<file path="src/sv/gfmv_pkg.sv">
// ----------------------------------------------------------------------------
// GF(251) matrix-vector MAC package
// Shared types, codes and widths of the column-major multiply-accumulate block.
// ----------------------------------------------------------------------------
package gfmv_pkg;

    localparam int OPCODE_W    = 2;
    localparam int BYTE_W      = 8;
    localparam int ROW_COUNT_W = 11;
    localparam int ROW_IDX_W   = 10;
    localparam int GF_PRIME    = 251;

    // Width of the unreduced sum of one 8x8 product and one stored residue.
    localparam int FOLD_W      = 17;
    // Number of fold cells needed to bring a FOLD_W value below 256.
    localparam int NUM_FOLDS   = 3;

    typedef enum logic [OPCODE_W-1:0] {
        OP_LOAD  = 2'd0,
        OP_MAC   = 2'd1,
        OP_DRAIN = 2'd2,
        OP_RSVD  = 2'd3
    } opcode_t;

    typedef enum logic [1:0] {
        ST_IDLE,
        ST_FETCH,
        ST_FOLD
    } state_t;

    typedef struct packed {
        logic              valid;
        logic [FOLD_W-1:0] data;
    } fold_t;

endpackage

</file>
<file path="src/sv/gfmv_fold_cell.sv">
// ----------------------------------------------------------------------------
// GF(251) fold cell
// One registered folding step: since 256 = 5 mod 251, hi*256 + lo becomes
// hi*5 + lo, which keeps the residue and shrinks the value.
// ----------------------------------------------------------------------------
module gfmv_fold_cell (
    input  logic            clk,
    input  logic            rst_n,
    input  gfmv_pkg::fold_t din,
    output gfmv_pkg::fold_t dout
);
    import gfmv_pkg::*;

    logic              valid_reg;
    logic [FOLD_W-1:0] data_reg;
    logic [FOLD_W-1:0] data_next;
    logic [FOLD_W-1:0] hi_ext;

    assign hi_ext    = FOLD_W'(din.data[FOLD_W-1:BYTE_W]);
    assign data_next = (hi_ext << 2) + hi_ext + FOLD_W'(din.data[BYTE_W-1:0]);

    always_ff @(posedge clk or negedge rst_n)
    begin
        if (!rst_n)
        begin
            valid_reg <= 1'b0;
        end
        else
        begin
            valid_reg <= din.valid;
        end
    end

    always_ff @(posedge clk)
    begin
        data_reg <= data_next;
    end

    assign dout.valid = valid_reg;
    assign dout.data  = data_reg;

endmodule

</file>
<file path="config.mk">
export PLATFORM = sky130hd
export DESIGN_NAME = gfmv_fold_cell
export DESIGN_NICKNAME = d
export VERILOG_FILES = /design/src/sv/gfmv_pkg.sv /design/src/sv/gfmv_fold_cell.sv
export SDC_FILE = /design/constraint.sdc
export NUM_CORES = 1
export LEC_CHECK = 0
export BUFFER_PORTS_ARGS = -buffer_cell sky130_fd_sc_hd__buf_2
export CORE_UTILIZATION = 30
export CTS_BUF_LIST = sky130_fd_sc_hd__clkbuf_8
export CTS_CLUSTER_DIAMETER = 120
export DETAILED_ROUTE_END_ITERATION = 16
export RECOVER_POWER = 100
export SKIP_CTS_REPAIR_TIMING = 1
export SYNTH_ARGS = -nofsm -noshare
export SYNTH_HDL_FRONTEND = slang
export SYNTH_SLANG_ARGS = --single-unit
</file>
<file path="constraint.sdc">
create_clock -name clk -period 0.8 [get_ports clk]
set_input_delay 0.12 -clock clk [delete_from_list [all_inputs] [get_ports clk]]
set_output_delay 0.12 -clock clk [all_outputs]
set_load 0.01 [all_outputs]
</file>
### After elaboration in Yosys (flattened, before gate mapping)

Cells that the tools add are included.

| word-level totals | value |
|---|---|
| register bits after elaboration | 18 |
| bits of input ports | 20 |
| output and inout port bits | 18 |
| logic and storage cells | 4 |

| cells by class | value |
|---|---|
| $add $sub $neg | 2 |

Operators with widths:

| kind | number |
|---|---|
| $add A12 B8 Y13 | 1 |
| $add A11 B9 Y12 | 1 |

### Logic depth before layout (Yosys ltp)

Gate-level depths: netlist (run 1).

| logic depth | value |
|---|---|
| depth after elaboration | 2 |
| depth in mapped cells | 8 |
| gate-level depth less buffers | 8 |

### Worst setup path after synthesis (run 1)

No wires, ideal clock.

| path | value |
|---|---|
| kind | input port to flip-flop |
| start | in din[2] in the netlist's numbering |
| end | reg data_reg[11] |
| library setup time | 0.121 ns |
| arrival | 1.788 ns |
| required time | 0.679 ns |
| slack | -1.109 ns |
| stages on the path | 8 |
| path buffers | 0 |
| cell sequence | inv_1 > fa_1 > inv_1 > fa_1 > a21o_2 > a21oi_2 > o31a_2 > o21ai_0 |

| between the ends | value |
|---|---|
| word-level cells in the longest chain between the ends | 1 |

Ends and longest elaborated chain:

| item | RTL line | RTL |
|---|---|---|
| start, declared | gfmv_fold_cell.sv:9 | `input gfmv_pkg::fold_t din,` |
| $add A12 B8 Y13 | gfmv_fold_cell.sv:20 | `assign data_next = (hi_ext << 2) + hi_ext + FOLD_W'(din.data[BYTE_W-1:0]);` |
| via data_next[11] | gfmv_fold_cell.sv:16 | `logic [FOLD_W-1:0] data_next;` |
| end signal, assigned | gfmv_fold_cell.sv:36 | `data_reg <= data_next;` |
| end, declared | gfmv_fold_cell.sv:15 | `logic [FOLD_W-1:0] data_reg;` |

The timed path passes the listed nets, and every way through them passes these cells.

### Worst setup path in the final report (run 1)

| path | value |
|---|---|
| start | in din[2] in the netlist's numbering |
| end | reg data_reg[7] |

Same word-level chain as after synthesis.

==> run metrics, run 1 <==
Max Fclk=between 500 and 600 MHz; Seq cells post-synth=13; WL met1=around 830 µm; Core Footprint=0.00278 mm²; Final Slew Violations=0; placed insts=166; Worst Hold Class=in2reg; # clock sinks=13; slowest stage delay, CP=between 0.5 and 0.6 ns; crit-path max FO=4; arrival time at the worst endpoint=roughly 1.8 ns; Die X=approximately 57 µm; Post-Route Utilization=roughly half; vias in the first global route=around 790; port buffer count=32; Post-Synthesis Cells=between 80 and 90; CTS Buf Count=3; Via density=about 4.7; setup_tns=-7.80 ns; Synth Area in XOR/XNOR=under 10%; GP Congestion=0.823; Area contributors post-synth=dfxtp_1 27%, ha_1 17%, fa_1 16%; simple-gate portion of the synthesized area=roughly 11%; nets=roughly 180; post-synthesis compound-gate area fraction=a little over a tenth; total power=approximately 0.0029 W; Yosys Warn Count=0; met3 routed WL=about 110 µm; DR vias=806; Crit path top cell by count=inv_2; Pwr Density=2140 mW/mm²; final setup margin=-0.898 ns; pin count of the biggest net entering global routing=8; Place WS=-1.25 ns; Final Hold Viols=0; failing checks=negative setup slack; Antenna diodes=0; Total Routing Usage GR=a little over an eighth; register area=roughly 270 µm²; Initial Util=between 30 and 40%; crit path kind=in2reg; Clock transition at path regs=0.06 ns; mux contribution to synthesized area=0%; DRT Pass-1 Iters=4; Cell Area, Synth=892 µm²; final setup fails=12; layout cells sized above 1=roughly 47%; CTS Root Buffer Type=clkbuf_8; Max Buffers Root-to-Sink=2; syn avg cell area=between 10 and 15 µm²; H-tree levels=1; max reg flops=12; Leak Pwr=0.663 nW; status=finished with violations; largest area contributor in the netlist=dfxtp_1; largest family of logic cells by synthesized area=adder cells; first-pass GRT wire length=about 3200 µm; Cell Rows=19; metal2 WL=approximately 1000 µm; Synth Area in Adders=about a third; uppermost layer routed=met4; CP bufs+invs=3; drt total wl=1980 µm; post-synth top area share=between 20% and 30%; synthesis-to-finish area growth=53.9%; synth unique cells=28; initial DRC count=9; Die ar.=between 0.003 and 0.004 mm²; max-cap viol count=0; unrepaired setup endpoints after global routing=true; Tmin final=approximately 1.7 ns; Detail Route Antenna Nets=0; TritonCTS clock tree=yes; crit end category=flip-flop; WP data required=between 0.9 and 1 ns; Post-DP HPWL=1680 µm; initial antenna violation count=0; footprint of the multi-input gates=628 µm²; Layout fillers=about 260; Cell Count, Final, Fillers Out=about 170; IO Pins=38; crit start category=primary input; Final period util=212%; maximum vdd ir drop=roughly 0.0016 V; DIE HEIGHT=around 57 µm; CP max stage cell=fa_1; Routed WL per cell=roughly 11 µm; cells along the critical path=buf_6 -> inv_2 -> fa_1 -> inv_2 -> fa_2 -> a21o_4 -> a21oi_4 -> or4b_1 -> o2111ai_1; crit-path leading delay family=adder cells; sequential share of the synthesized area=just under 30%; drc violations=0; gr ovfl total=0
## cell families (layout without fill, tap and decap cells)
group	count (synthesis)	count (layout)
AO/OA/AOI/OAI	13	13
buffers and inverters	15	66
flip-flops	13	13
adder cells (fa/ha/maj)	19	19
XOR/XNOR	7	7
other	1	5
AND/OR/NAND/NOR	19	19
## metrics by stage
step | instance area (µm²) | hold WS, ns
after floorplan | 948 | -0.176
after global placement | 1240 | -0.106
after detailed placement | 1240 | -0.105
after CTS | 1280 | -0.361
after global routing | 1370 | 0.0931
final | 1370 | 0.0881
## cell usage after synthesis, drive strengths merged
library cell   n
inv            9
a21o           1
o211ai         1
o21ai          2
o2111ai        1
dfxtp         12
dfrtp          1
nand3          5
xnor2          5
ha            12
o21bai         1
and3           1
nand4          1
xor2           2
nand4b         1
a21oi          3
or4b           1
nor3           3
buf            6
conb           1
o41ai          1
o221ai         1
nand2          3
o31a           1
fa             7
nor2           4
a31oi          1
## path summary, 6_finish.rpt
path	start	to	slack, ns	depth (start not counted)
worst max-delay path	din[2]	data_reg[7]	-0.90	9
min in group asynchronous	rst_n	valid_reg	0.17	2
worst min-delay path	din[8]	data_reg[0]	0.09	2
max in group asynchronous	rst_n	valid_reg	0.53	2
## report_power, final
part	internal [W]	switching, W
clock	0.000338	0.000231
combinational	0.000780	0.000675
sequential	0.000859	0.0000523
total	0.00198	0.000958
## area by class of cell
class                           count  area share, %
Clock inverter                      1          0.273
Multi-Input combinational cell     63           45.8
Inverter                            9           3.01
Clock buffer                        3           3.01
Timing Repair Buffer               53           25.6
Sequential cell                    13           19.5
Tap cell                           31           2.83
## routing by layer
metal | global-route usage, % | vias up
met2 | 22.0 | 35
met4 | 8.01 | 0
met3 | 3.23 | 7
li1 | - | 403
met1 | 15.5 | 361
met5 | 0 | -
## cells in the final DEF (no fill, tap or decap), types with 5 or more instances in the layout
master	count
conb_1	5
nand3_1	5
inv_1	6
dfxtp_1	10
fa_1	6
buf_6	5
ha_1	9
buf_4	19
buf_2	25
xnor2_1	5
No activity file was read; power rests on OpenSTA's default activity.
==> run 2: changes to the inputs <==
- PLACE_DENSITY: unset -> 0.62
- clock period: 0.8 -> 2.05 ns (I/O delays scaled with it)
==> run metrics, run 2 (synthesis results as in run 1) <==
arrival time at the worst endpoint=approximately 2.1 ns; crit-path max FO=3; Max Fclk=roughly 500 MHz; commonest cells after routing, fill and taps aside=16 x buf_2, 15 x clkbuf_1, 12 x dfxtp_1; most common cell after layout, fill and taps aside=buf_2; Post-DP HPWL=roughly 1600 µm; maximum vdd ir drop=0.000538 V; Die X=between 50 and 60 µm; Final Slew Violations=0; # clock sinks=13; slowest stage delay, CP=between 0.5 and 0.6 ns; crit-path leading delay family=adder cells; Worst Hold Depth=1; crit end category=flip-flop; max-cap viol count=0; Worst Hold Class=in2reg; CP max stage cell=fa_1; TritonCTS clock tree=yes; Initial Util=32.1%; cells along the critical path=buf_2 -> inv_1 -> fa_1 -> inv_2 -> ha_4 -> a21oi_4 -> o211ai_1 -> o41ai_2 -> xnor2_1; hold path endpoint=valid_reg; Place WS=-0.261 ns; drc violations=0; pin count of the biggest net entering global routing=8; Final Hold Viols=0; GP Congestion=~0.8; Final period util=between 90 and 100%; Leak Pwr=about 0.56 nW; layout cells sized above 1=between 20% and 30%; Post-Route Utilization=roughly 43%; Tmin final=1.97 ns; final setup margin=~0.082 ns; Clock transition at path regs=0.05 ns; DR vias=759; WP data required=~2.2 ns; gr ovfl total=0; Core Footprint=~0.0028 mm²; status=finished clean; DRT Pass-1 Iters=4; Die ar.=between 0.003 and 0.004 mm²; port buffer count=32; CTS Root Buffer Type=clkbuf_8; crit start category=primary input; Total Routing Usage GR=roughly 12%; nets=170; unrepaired setup endpoints after global routing=false; Max Buffers Root-to-Sink=2; hold path start=din[17]; Antenna diodes=0; drt total wl=1800 µm; CTS Buf Count=3; initial DRC count=28; Via density=4.71; Detail Route Antenna Nets=0; Routed WL per cell=roughly 11 µm; vias in the first global route=740; CP bufs+invs=3; Cell Rows=19; setup_tns=0 ns; Pwr Density=approximately 860 mW/mm²; max reg flops=12; first-pass GRT wire length=3040 µm; crit path kind=in2reg; H-tree levels=1; synthesis-to-finish area growth=33.5%; initial antenna violation count=0; final setup fails=0; DIE HEIGHT=approximately 57 µm; IO Pins=38
[run 2: how the worst max path moves through the flow]
stage	slack, ns	end	startpoint	cells past startpoint
floorplan	0.02	data_reg[11]	din[2]	8
detailed placement	-0.26	data_reg[8]	din[2]	9
global placement	-0.16	data_reg[8]	din[2]	9
CTS	-0.01	data_reg[8]	din[2]	9
finish	0.08	data_reg[8]	din[2]	9
global route	0.02	data_reg[8]	din[2]	9
[run 2: area by class of cell]
class / instances / area (µm²)
fillers: 278 / 1590
multi-input cells: 63 / 597
flip-flops and latches: 13 / 265
repair buffers: 41 / 211
clock buffers: 3 / 41.3
well taps: 31 / 38.8
inverters: 9 / 33.8
clock inverters: 1 / 3.75
[run 2: layer usage]
| metal | up-vias | track usage (%) | share of wire, % |
|---|---|---|---|
| li1 | 378 | - | - |
| met1 | 352 | 13.5 | 39 |
| met2 | 27 | 21.5 | 53 |
| met3 | 2 | 1.84 | 6.0 |
| met4 | 0 | 7.67 | 1.4 |
| met5 | - | 0 | 0 |
[run 2: where the power goes]
group          switching (W)  internal (W)
logic               0.000251      0.000216
registers          0.0000172      0.000333
clock network      0.0000794      0.000131
[run 2: metrics by stage]
step           std cells  power (W)  instance area [µm²]  hold slack (ns)
2_1_floorplan         91   0.000636                  910           0.0119
3_3_place_gp         155   0.000800                 1120           0.0817
3_5_place_dp         155   0.000816                 1120           0.0829
4_1_cts              159    0.00103                 1160           -0.171
5_1_grt              161    0.00111                 1190            0.176
6_report             161    0.00103                 1190            0.179
